### config.mk
export PLATFORM = sky130hd
export DESIGN_NAME = wav_stream_parser_top
export DESIGN_NICKNAME = d
export VERILOG_FILES = /design/src/hw/rtl/wsp_pkg.sv /design/src/hw/rtl/wav_stream_parser_top.sv
export SDC_FILE = /design/constraint.sdc
export NUM_CORES = 2
export LEC_CHECK = 0
export BUFFER_PORTS_ARGS = -buffer_cell sky130_fd_sc_hd__buf_2
export CORE_MARGIN = 4
export CORE_UTILIZATION = 45
export DETAILED_ROUTE_END_ITERATION = 6
export PLACE_DENSITY = 0.72
export SLEW_MARGIN = 10
export SYNTH_ARGS = -nofsm -noshare
export SYNTH_HDL_FRONTEND = slang
export SYNTH_SLANG_ARGS = --single-unit
### constraint.sdc
create_clock -name aclk -period 9.3 [get_ports aclk]
set_input_delay 0.93 -clock aclk [delete_from_list [all_inputs] [get_ports aclk]]
set_output_delay 0.93 -clock aclk [all_outputs]
set_load 0.01 [all_outputs]
### src/hw/rtl/wsp_pkg.sv
// Package for the WAV stream parser: parse phases, chunk tags, status codes
// and the result record. No dependencies.
`timescale 1ns / 1ps
package wsp_pkg;

    localparam logic [2:0] PH_RIFF  = 3'd0;
    localparam logic [2:0] PH_CHUNK = 3'd1;
    localparam logic [2:0] PH_FMT   = 3'd2;
    localparam logic [2:0] PH_DATA  = 3'd3;
    localparam logic [2:0] PH_SKIP  = 3'd4;
    localparam logic [2:0] PH_PAD   = 3'd5;
    localparam logic [2:0] PH_FAIL  = 3'd6;

    localparam logic [31:0] TAG_RIFF = 32'h52494646;
    localparam logic [31:0] TAG_WAVE = 32'h57415645;
    localparam logic [31:0] TAG_FMT  = 32'h666D7420;
    localparam logic [31:0] TAG_DATA = 32'h64617461;

    localparam logic [2:0] ST_OK        = 3'd0;
    localparam logic [2:0] ST_BAD_HDR   = 3'd1;
    localparam logic [2:0] ST_NO_FMT    = 3'd2;
    localparam logic [2:0] ST_NO_DATA   = 3'd3;
    localparam logic [2:0] ST_BAD_DEPTH = 3'd4;

    localparam logic [15:0] FMT_FLOAT = 16'd3;

    typedef struct packed {
        logic        kind;
        logic [31:0] frame_count;
        logic [15:0] channel_count;
        logic [31:0] sample_rate;
        logic [2:0]  status;
        logic [31:0] right_sample;
        logic [31:0] left_sample;
    } result_t;

endpackage

### src/hw/rtl/wav_stream_parser_top.sv
// Top level of the WAV stream parser: byte-wise RIFF/WAVE walker, sample
// conversion to Q1.31 and a four-entry result queue. Depends on wsp_pkg.
`timescale 1ns / 1ps
// The parser takes up to one file byte per item and can accept an item in every
// cycle that s_tready is high: each byte updates the parse state in a single
// registered step, and the frame or status it causes is written straight into
// a four-entry result queue. s_tready drops only when fewer than two queue
// entries are free, so the input stalls only while the result side holds
// back. A result is queued as its item is accepted. An item with tlast set
// ends the file: one status result (tuser high) follows any frame of that
// item and the parser returns to its reset state for the next file.
module wav_stream_parser_top (
    input  logic         aclk,
    input  logic         aresetn,
    input  logic         s_tvalid,
    output logic         s_tready,
    input  logic [7:0]   s_tdata,   // data_byte
    input  logic         s_tuser,   // has_byte
    input  logic         s_tlast,   // end_of_file
    output logic         m_tvalid,
    input  logic         m_tready,
    // left_sample[31:0], right_sample[63:32], status[66:64], sample_rate[98:67],
    // channel_count[114:99], frame_count[146:115], zero fill [151:147]
    output logic [151:0] m_tdata,
    output logic         m_tuser    // kind
);

    logic [2:0]  phase_reg, phase_next;
    logic [31:0] cnt_reg, cnt_next;
    logic [31:0] tag_reg, tag_next;
    logic [31:0] len_reg, len_next;
    logic        hdr_ok_reg, hdr_ok_next;
    logic [15:0] fcode_reg, fcode_next;
    logic [15:0] chans_reg, chans_next;
    logic [31:0] rate_reg, rate_next;
    logic [15:0] bits_reg, bits_next;
    logic        fmt_seen_reg, fmt_seen_next;
    logic [31:0] data_seen_reg, data_seen_next;
    logic [31:0] gather_reg, gather_next;
    logic [12:0] pos_reg, pos_next;
    logic [15:0] sidx_reg, sidx_next;
    logic [31:0] left_reg, left_next;
    logic [31:0] right_reg, right_next;
    logic [31:0] frames_reg, frames_next;

    wsp_pkg::result_t queue_mem [4];
    logic [1:0] wr_ptr_reg, rd_ptr_reg;
    logic [2:0] fill_reg;

    logic        take;
    logic        frame_we, status_we;
    wsp_pkg::result_t frame_res, status_res;
    logic [31:0] cnt_inc;
    logic [12:0] bps;
    logic [15:0] ch_eff;
    logic [31:0] gval, conv;

    assign take = s_tvalid && s_tready;
    assign s_tready = (fill_reg <= 3'd2);
    assign cnt_inc = cnt_reg + 32'd1;
    assign bps = bits_reg[15:3];
    assign ch_eff = (chans_reg == 16'd0) ? 16'd1 : chans_reg;

    // Float to Q1.31: scale by 2^31, truncate toward zero, saturate
    function automatic logic [31:0] float_q31(input logic [31:0] u);
        logic [7:0]  e;
        logic [23:0] m;
        logic signed [9:0] sh;
        logic [31:0] mag;
        logic [9:0]  rsh;
        e = u[30:23];
        m = (e != 8'd0) ? {1'b1, u[22:0]} : {1'b0, u[22:0]};
        sh = $signed({2'b00, ((e != 8'd0) ? e : 8'd1)}) - 10'sd119;
        rsh = 10'(-sh);
        mag = 32'd0;
        if (sh >= 0) begin
            mag = {8'd0, m} << sh[2:0];
        end else if (rsh < 10'd32) begin
            mag = {8'd0, m} >> rsh[4:0];
        end
        if (e == 8'hFF) begin
            float_q31 = (u[22:0] != 23'd0) ? 32'd0 : (u[31] ? 32'h80000000 : 32'h7FFFFFFF);
        end else if (sh >= 10'sd8) begin
            float_q31 = u[31] ? 32'h80000000 : 32'h7FFFFFFF;
        end else begin
            float_q31 = u[31] ? (32'd0 - mag) : mag;
        end
    endfunction

    // Sample as gathered including the byte in hand, and its Q1.31 conversion
    always_comb begin
        gval = gather_reg;
        if (pos_reg < 13'd4) begin
            gval = gather_reg | ({24'd0, s_tdata} << {pos_reg[1:0], 3'b000});
        end
        if (fcode_reg == wsp_pkg::FMT_FLOAT && bits_reg == 16'd32) begin
            conv = float_q31(gval);
        end else if (bits_reg == 16'd16) begin
            conv = {gval[15:0], 16'd0};
        end else if (bits_reg == 16'd24) begin
            conv = {gval[23:0], 8'd0};
        end else if (bits_reg == 16'd32) begin
            conv = gval;
        end else begin
            conv = 32'd0;
        end
    end

    always_comb begin
        logic body_end;
        logic slot_last;
        phase_next = phase_reg;     cnt_next = cnt_reg;
        tag_next = tag_reg;         len_next = len_reg;
        hdr_ok_next = hdr_ok_reg;   fcode_next = fcode_reg;
        chans_next = chans_reg;     rate_next = rate_reg;
        bits_next = bits_reg;       fmt_seen_next = fmt_seen_reg;
        data_seen_next = data_seen_reg;
        gather_next = gather_reg;   pos_next = pos_reg;
        sidx_next = sidx_reg;       left_next = left_reg;
        right_next = right_reg;     frames_next = frames_reg;
        frame_we = 1'b0;
        body_end = 1'b0;
        slot_last = (pos_reg == bps - 13'd1);

        if (take && s_tuser) begin
            unique case (phase_reg)
                wsp_pkg::PH_RIFF: begin
                    if (cnt_reg < 32'd4 || cnt_reg >= 32'd8) begin
                        tag_next = {tag_reg[23:0], s_tdata};
                    end
                    cnt_next = cnt_inc;
                    if (cnt_reg == 32'd3 && tag_next != wsp_pkg::TAG_RIFF) begin
                        phase_next = wsp_pkg::PH_FAIL;
                    end else if (cnt_reg == 32'd11) begin
                        if (tag_next != wsp_pkg::TAG_WAVE) begin
                            phase_next = wsp_pkg::PH_FAIL;
                        end else begin
                            hdr_ok_next = 1'b1;
                            phase_next = wsp_pkg::PH_CHUNK;
                            cnt_next = 32'd0;
                        end
                    end
                end
                wsp_pkg::PH_CHUNK: begin
                    if (cnt_reg < 32'd4) begin
                        tag_next = {tag_reg[23:0], s_tdata};
                    end else begin
                        case (cnt_reg[1:0])
                            2'd0: len_next[7:0] = s_tdata;
                            2'd1: len_next[15:8] = s_tdata;
                            2'd2: len_next[23:16] = s_tdata;
                            default: len_next[31:24] = s_tdata;
                        endcase
                    end
                    cnt_next = cnt_inc;
                    if (cnt_reg == 32'd7) begin
                        cnt_next = 32'd0;
                        if (tag_next == wsp_pkg::TAG_FMT) begin
                            fmt_seen_next = 1'b1;
                            phase_next = wsp_pkg::PH_FMT;
                        end else if (tag_next == wsp_pkg::TAG_DATA) begin
                            phase_next = wsp_pkg::PH_DATA;
                            pos_next = 13'd0;
                            sidx_next = 16'd0;
                            gather_next = 32'd0;
                        end else begin
                            phase_next = wsp_pkg::PH_SKIP;
                        end
                        body_end = (len_next == 32'd0);
                    end
                end
                wsp_pkg::PH_FMT: begin
                    case (cnt_reg)
                        32'd0:  fcode_next[7:0] = s_tdata;
                        32'd1:  fcode_next[15:8] = s_tdata;
                        32'd2:  chans_next[7:0] = s_tdata;
                        32'd3:  chans_next[15:8] = s_tdata;
                        32'd4:  rate_next[7:0] = s_tdata;
                        32'd5:  rate_next[15:8] = s_tdata;
                        32'd6:  rate_next[23:16] = s_tdata;
                        32'd7:  rate_next[31:24] = s_tdata;
                        32'd14: bits_next[7:0] = s_tdata;
                        32'd15: bits_next[15:8] = s_tdata;
                        default: ;
                    endcase
                    cnt_next = cnt_inc;
                    body_end = (cnt_inc == len_reg);
                end
                wsp_pkg::PH_DATA: begin
                    data_seen_next = data_seen_reg + 32'd1;
                    if (fmt_seen_reg && bps != 13'd0) begin
                        // gather while in the first two channels of the frame
                        if (sidx_reg < 16'd2) begin
                            gather_next = gval;
                            if (slot_last) begin
                                gather_next = 32'd0;
                                if (sidx_reg == 16'd0) left_next = conv;
                                else right_next = conv;
                            end
                        end
                        if (slot_last) begin
                            pos_next = 13'd0;
                            if (sidx_reg == ch_eff - 16'd1) begin
                                sidx_next = 16'd0;
                                frame_we = 1'b1;
                                frames_next = frames_reg + 32'd1;
                            end else begin
                                sidx_next = sidx_reg + 16'd1;
                            end
                        end else begin
                            pos_next = pos_reg + 13'd1;
                        end
                    end
                    cnt_next = cnt_inc;
                    body_end = (cnt_inc == len_reg);
                end
                wsp_pkg::PH_SKIP: begin
                    cnt_next = cnt_inc;
                    body_end = (cnt_inc == len_reg);
                end
                wsp_pkg::PH_PAD: begin
                    phase_next = wsp_pkg::PH_CHUNK;
                    cnt_next = 32'd0;
                end
                default: ;
            endcase
            if (body_end) begin
                phase_next = len_next[0] ? wsp_pkg::PH_PAD : wsp_pkg::PH_CHUNK;
                cnt_next = 32'd0;
            end
        end

        frame_res = '0;
        frame_res.left_sample = left_next;
        frame_res.right_sample = (chans_reg >= 16'd2) ? right_next : left_next;

        status_we = take && s_tlast;
        status_res = '0;
        status_res.kind = 1'b1;
        if (!hdr_ok_next) status_res.status = wsp_pkg::ST_BAD_HDR;
        else if (!fmt_seen_next) status_res.status = wsp_pkg::ST_NO_FMT;
        else if (data_seen_next == 32'd0) status_res.status = wsp_pkg::ST_NO_DATA;
        else if (bits_next[15:3] == 13'd0) status_res.status = wsp_pkg::ST_BAD_DEPTH;
        else status_res.status = wsp_pkg::ST_OK;
        status_res.sample_rate = rate_next;
        status_res.channel_count = chans_next;
        status_res.frame_count = frames_next;
    end

    // Parse state; end of file clears everything for the next file
    always_ff @(posedge aclk) begin
        if (!aresetn || status_we) begin
            phase_reg <= wsp_pkg::PH_RIFF;  cnt_reg <= '0;
            tag_reg <= '0;                  len_reg <= '0;
            hdr_ok_reg <= 1'b0;             fcode_reg <= '0;
            chans_reg <= '0;                rate_reg <= '0;
            bits_reg <= '0;                 fmt_seen_reg <= 1'b0;
            data_seen_reg <= '0;            gather_reg <= '0;
            pos_reg <= '0;                  sidx_reg <= '0;
            left_reg <= '0;                 right_reg <= '0;
            frames_reg <= '0;
        end else begin
            phase_reg <= phase_next;        cnt_reg <= cnt_next;
            tag_reg <= tag_next;            len_reg <= len_next;
            hdr_ok_reg <= hdr_ok_next;      fcode_reg <= fcode_next;
            chans_reg <= chans_next;        rate_reg <= rate_next;
            bits_reg <= bits_next;          fmt_seen_reg <= fmt_seen_next;
            data_seen_reg <= data_seen_next; gather_reg <= gather_next;
            pos_reg <= pos_next;            sidx_reg <= sidx_next;
            left_reg <= left_next;          right_reg <= right_next;
            frames_reg <= frames_next;
        end
    end

    // Result queue: frame first, then status, in consecutive entries
    logic       pop;
    logic [1:0] n_push;
    assign pop = m_tvalid && m_tready;
    assign n_push = {1'b0, frame_we} + {1'b0, status_we};

    always_ff @(posedge aclk) begin
        if (frame_we) begin
            queue_mem[wr_ptr_reg] <= frame_res;
        end
        if (status_we) begin
            queue_mem[frame_we ? wr_ptr_reg + 2'd1 : wr_ptr_reg] <= status_res;
        end
    end

    always_ff @(posedge aclk) begin
        if (!aresetn) begin
            wr_ptr_reg <= '0;
            rd_ptr_reg <= '0;
            fill_reg <= '0;
        end else begin
            wr_ptr_reg <= wr_ptr_reg + n_push;
            rd_ptr_reg <= rd_ptr_reg + {1'b0, pop};
            fill_reg <= fill_reg + {1'b0, n_push} - {2'b00, pop};
        end
    end

    wsp_pkg::result_t head;
    assign head = queue_mem[rd_ptr_reg];
    assign m_tvalid = (fill_reg != 3'd0);
    assign m_tuser = head.kind;
    assign m_tdata = {5'd0, head.frame_count, head.channel_count, head.sample_rate,
                      head.status, head.right_sample, head.left_sample};

`ifndef SYNTHESIS
    a_fill_bound: assert property (@(posedge aclk) disable iff (!aresetn)
        fill_reg <= 3'd4) else $error("result queue overflow");
    a_eof_clears: assert property (@(posedge aclk) disable iff (!aresetn)
        take && s_tlast |=> phase_reg == wsp_pkg::PH_RIFF && frames_reg == 32'd0)
        else $error("parser not cleared after end of file");
    a_fail_no_hdr: assert property (@(posedge aclk) disable iff (!aresetn)
        phase_reg == wsp_pkg::PH_FAIL |-> !hdr_ok_reg)
        else $error("failed header phase with header marked good");
    a_frame_needs_fmt: assert property (@(posedge aclk) disable iff (!aresetn)
        frame_we |-> fmt_seen_reg && bps != 13'd0)
        else $error("frame emitted without a usable format");
`endif

endmodule

== Yosys cells after proc, flatten, opt, wreduce, memory -nomap -nowiden ==
Memory sizes are Yosys's and may differ from the RTL's. A register that Yosys moved wholly into a read port is not among the register bits.
Cells that the tools add are included.
Widths: inputs -> output; s select.

* Flip-flop bits (word level): 377
* Memory bits (writable): 592
* Input port bits: 14
* Output and inout bits: 155
* Logic and storage cells: 257
* Memories kept: 1

{| class="wikitable"
|+ Memory list
! memory !! depth !! width !! read ports !! clocked after memory_dff !! wr ports !! RTL line !! source
|-
| queue_mem || 4 || 148 || 1 || 1 || 2 || wav_stream_parser_top.sv:46 || <nowiki>wsp_pkg::result_t queue_mem [4];</nowiki>
|}

* Add/subtract/negate cells: 16
* $lt $le $gt $ge: 9
* Eq/ne operators: 38
* Shift operators: 3
* Mux-type cells: 128
* Bitwise operators: 1
* Reduce and logical (&&, ||, !) cells: 38

{| class="wikitable"
|+ Operators with widths
! cell !! count
|-
| $mux 32 || 57
|-
| $mux 16 || 11
|-
| $eq 32x3->1 const B || 4
|-
| $pmux 32 s2 || 2
|-
| $pmux 32 s4 || 1
|-
| $mux 8 || 13
|-
| $add 32x1->32 const B || 3
|-
| $eq 32x4->1 const B || 3
|-
| $logic_not 32->1 || 3
|-
| $mux 13 || 5
|-
| $eq 32x2->1 const B || 2
|-
| $eq 32x31->1 const B || 2
|-
| $ne 32x31->1 const B || 2
|-
| $mux 3 || 12
|-
| $eq 16x5->1 const B || 2
|-
| $eq 32x1->1 const B || 1
|-
| $eq 32x32->1 || 1
|-
| $ge 32x4->1 const B || 1
|-
| $logic_not 16->1 || 2
|-
| $lt 32x3->1 const B || 1
|-
| $or 32x32->32 || 1
|-
| $pmux 16 s2 || 1
|-
| $shl 24x3->32 || 1
|-
| $shl 8x5->32 || 1
|-
| other kinds (60) || 101
|}

== Longest topological paths before layout ==
* Depth in word-level cells: 23
* Depth in mapped cells: 26
* Mapped depth without buffers: 23

== Least setup slack after synthesis ==
Ideal clock, no wire load.

* Kind: reg-to-reg
* Start: reg chans_reg[10]
* End: mem queue_mem[1][100] in the netlist's numbering, enable pin
* Setup time: 813 ps
* Data arrival time: 6198 ps
* Data required time: 8487 ps
* Path slack: 2290 ps
* Cell stages (with the launch flop): 21
* Buffers on the path: 5
* Cell sequence: dfxtp_1 > clkbuf_1 > nor4_1 > and3b_1 > and3_1 > clkbuf_1 > nor2_1 > ha_1 > nand3b_1 > or3_1 > or3b_2 > a311o_1 > a221oi_1 > o2111a_1 > and3_1 > clkbuf_1 > nor3_1 > o21ai_1 > clkbuf_1 > clkbuf_1 > nand2_1

{| class="wikitable"
|+ RTL lines
! item !! RTL line !! source
|-
| start: declaration || wav_stream_parser_top.sv:34 || <nowiki>logic [15:0] chans_reg, chans_next;</nowiki>
|-
| start signal: assignment || wav_stream_parser_top.sv:266 || <nowiki>chans_reg <= chans_next; rate_reg <= rate_next;</nowiki>
|-
| end: declaration || wav_stream_parser_top.sv:46 ||
|}

==> key figures <==
Outcome
  • Status: finished with violations
  • Failing checks: DRC

Global routing
  • Initial antenna violation count: 2
  • Met3 Use GR: 4.68%
  • Largest net degree at the start of global routing: 190
  • Total GRT Usage: 26.9%
  • Routing usage on met2: 42.3%
  • GR peak layer: met2
  • First-pass GRT wire length: 242000 microns
  • Met1 track demand over resource: 36.0%
  • Vias in the first global route: 40423
  • Total grt overflow: 0

Placed design
  • Routability cong.: 1.03
  • IO Port Bufs: 163
  • Hpwl dp: 103000 microns
  • Placement Cell Area: 50900 sq um

STA
  • F_max: 139 MHz
  • Slew margin rel.: 6.78%
  • Period Utilization, post-route: 77.3%
  • Measured slew at the worst slew-check pin: 1380 ps
  • Max-slew violation count: 0
  • Final Skew: 41.7 ps
  • Finish-stage setup viols: 0
  • Crit path time final: 7190 ps
  • Setup TNS: 0 ps
  • RSZ-0062 raised after global routing: false
  • Final Hold Fails: 0

Clock network
  • Clock Sinks: 969
  • Cts hold-fix bufs: 0
  • Skew-Pair Late Insertion Delay: 680 ps
  • Post-CTS resize count: 0
  • Max Buffers Root-to-Sink: 3
  • Total CTS buffers: 93
  • CTS tree: built
  • CTS clk-pin slew, worst paths: 60 ps
  • H-tree depth: 3
  • Post-CTS Setup Bufs: 0
  • Root Driver: clkbuf_16

Floorplan
  • I/O Pins: 169
  • Row cnt: 120
  • Core Region: 107000 sq um
  • Die width: 337 microns
  • Initial Utilization: 45.5%
  • Die area: 114000 sq um
  • Die H: 337 microns

Critical path
  • Crit path max-delay family: simple AND/OR/NAND/NOR gates
  • Setup crit end: queue_mem[3][75]
  • CP Launch Point: chans_reg[10]
  • CP Depth: 18
  • Crit path max fanout: 55
  • Reg2Reg Depth: 18
  • CP peak stage delay: 840 ps
  • RR Endpoint: queue_mem[3][75]
  • CP max stage cell: nand2_4
  • Crit path kind: reg2reg
  • Crit path required time: 9640 ps
  • Critical path startpoint category: flip-flop
  • CP arrival: 7520 ps
  • Bufs and invs on worst path: 2
  • Critical path cell sequence: nor4_1, and3b_1, and3_2, buf_4, nor2_1, ha_1, nand3b_1, or3_1, or3b_2, a311o_1, a221oi_1, o2111a_1, and3_1, nand3_1, nand2_1, nand2_4, nand2_4, buf_4
  • Worst r2r src: chans_reg[10]
  • R2r setup slk: 2110 ps
  • Crit. End Element: flip-flop

Detailed routing
  • DRT antenna net count: 0
  • Via-to-Cell Ratio: 6.34
  • Detailed-route via count: 42964
  • Detailed-router iteration count before antenna repair: 7
  • Routed WL: 159000 microns
  • DR WL/cell: 23.4 microns
  • Residual DRC: 7
  • DRT iter0 DRCs: 4921

Synthesis
  • EDFF count, synth: 332
  • Async S/R FF share, synth: 0%
  • Post-synth top area share: 26.1%
  • Post-Syn Area: 48800 sq um
  • Yosys reg bits: 969
  • Ranking of synthesized cells by area: dfxtp_1 26%, edfxtp_1 20%, nor2_1 7.1%
  • Yosys cell types: 114
  • Syn Inst Count: 5330
  • Post-Syn Area per Cell: 9.16 sq um
  • Post-synth top area cell: dfxtp_1
  • Register area share after synthesis: 46.5%
  • Ys Warns: 0
  • Top FF cell, synth: dfxtp_1

Power
  • LEAKAGE: 18.8 nW
  • Peak supply drop: 159 uV
  • Total power: 9.70 mW
  • P per Cell Area: 179 nW/um^2

Worst hold path
  • Min-delay worst type: reg2reg

Finish
  • NumNets Final: 5331
  • Largest register FFs: 592
  • Area growth, synth to finish: 10.9%
  • Fillers: 9613
  • Final core utilization: 50.4%
  • Largest Register: queue_mem
  • Layout cells sized above 1: 12.6%
  • Design area: 54100 sq um

Flow run
  • Max_cap viols: 0
worst min-delay path by stage:
stage	cells past startpoint	slack, ps	from	endpoint
floorplan	2	420	queue_mem[2][147]	queue_mem[2][147]
global placement	2	430	queue_mem[3][147]	queue_mem[3][147]
detailed placement	2	440	queue_mem[1][147]	queue_mem[1][147]
CTS	2	450	queue_mem[1][147]	queue_mem[1][147]
global route	2	460	queue_mem[0][147]	queue_mem[0][147]
finish	2	440	queue_mem[1][147]	queue_mem[1][147]
routing by layer:
layer,vias up,wire length [microns]
li1,19335,-
met1,20806,63600
met2,2346,71400
met3,477,15100
met4,0,8600
met5,-,0
cell usage in the layout, fill, tap and decap left out, types with 58 or more instances in the layout:
cell | netlist | routed
nor2_1 | 920 | 916
dfxtp_1 | 637 | 635
nand2_1 | 502 | 491
a21oi_1 | 411 | 408
edfxtp_1 | 332 | 332
o21ai_0 | 309 | 308
nand3_1 | 231 | 230
buf_2 | 28 | 163
mux4_2 | 149 | 149
mux2i_1 | 124 | 124
buf_4 | 10 | 114
nor3_1 | 110 | 108
xnor2_1 | 108 | 108
clkbuf_16 | 0 | 94
xor2_1 | 76 | 76
and3_1 | 71 | 70
a211oi_1 | 70 | 70
nand4_1 | 58 | 58
synthesized netlist by cell type, types with 71 or more instances:
cell type / count
xnor2_1: 108
and3_1: 71
mux4_2: 149
nand2_1: 502
nand3_1: 231
a21oi_1: 411
xor2_1: 76
dfxtp_1: 637
o21ai_0: 309
nor2_1: 920
edfxtp_1: 332
mux2i_1: 124
nor3_1: 110
clkbuf_1: 325
kinds of logic (layout without fill, tap and decap cells):
family          count (synthesis)  after routing  synth area share, %
buf+inv                       459            498                 3.69
flops                         969            969                 46.5
other cells                     1              7              0.00768
fa+ha+maj                      23             23                0.605
simple gates                 2207           2207                 20.7
compound gates               1207           1207                 15.5
mux                           280            280                 9.58
xor+xnor                      184            184                 3.30
report_power, final:
| group | switching, mW | total (mW) | internal (mW) |
|---|---|---|---|
| clock network | 1.70 | 4.04 | 2.34 |
| registers | 0.0853 | 4.52 | 4.44 |
| logic | 0.677 | 1.13 | 0.454 |
| total | 2.46 | 9.70 | 7.24 |
cell type report:
| cell class | instances | area [sq um] | share of cell area (%) |
|---|---|---|---|
| repair buffers | 278 | 1690 | 3.12 |
| well taps | 1403 | 1760 | 3.24 |
| clock buffers | 127 | 2650 | 4.89 |
| diodes | 2 | 5.00 | 0.00924 |
| flip-flops and latches | 969 | 22700 | 42.0 |
| multi-input cells | 3906 | 24500 | 45.3 |
| inverters | 46 | 173 | 0.319 |
| clock inverters | 47 | 606 | 1.12 |
stage by stage:
| step | setup slack, ps | instances | hold WS [ps] |
|---|---|---|---|
| after floorplan | 2290 | 5334 | 418 |
| final | 2110 | 6778 | 442 |
| after CTS | 2080 | 6776 | 446 |
| after detailed placement | 2120 | 6602 | 435 |
| after global routing | 1670 | 6776 | 465 |
| after global placement | 2240 | 6602 | 428 |
worst min-delay path: cells and delay by family, from the launching register on:
family / cells / cell delay (ps)
DFF: 1 / 310
and+or+nand+nor: 2 / 90
(Power assumes the default switching activity.)
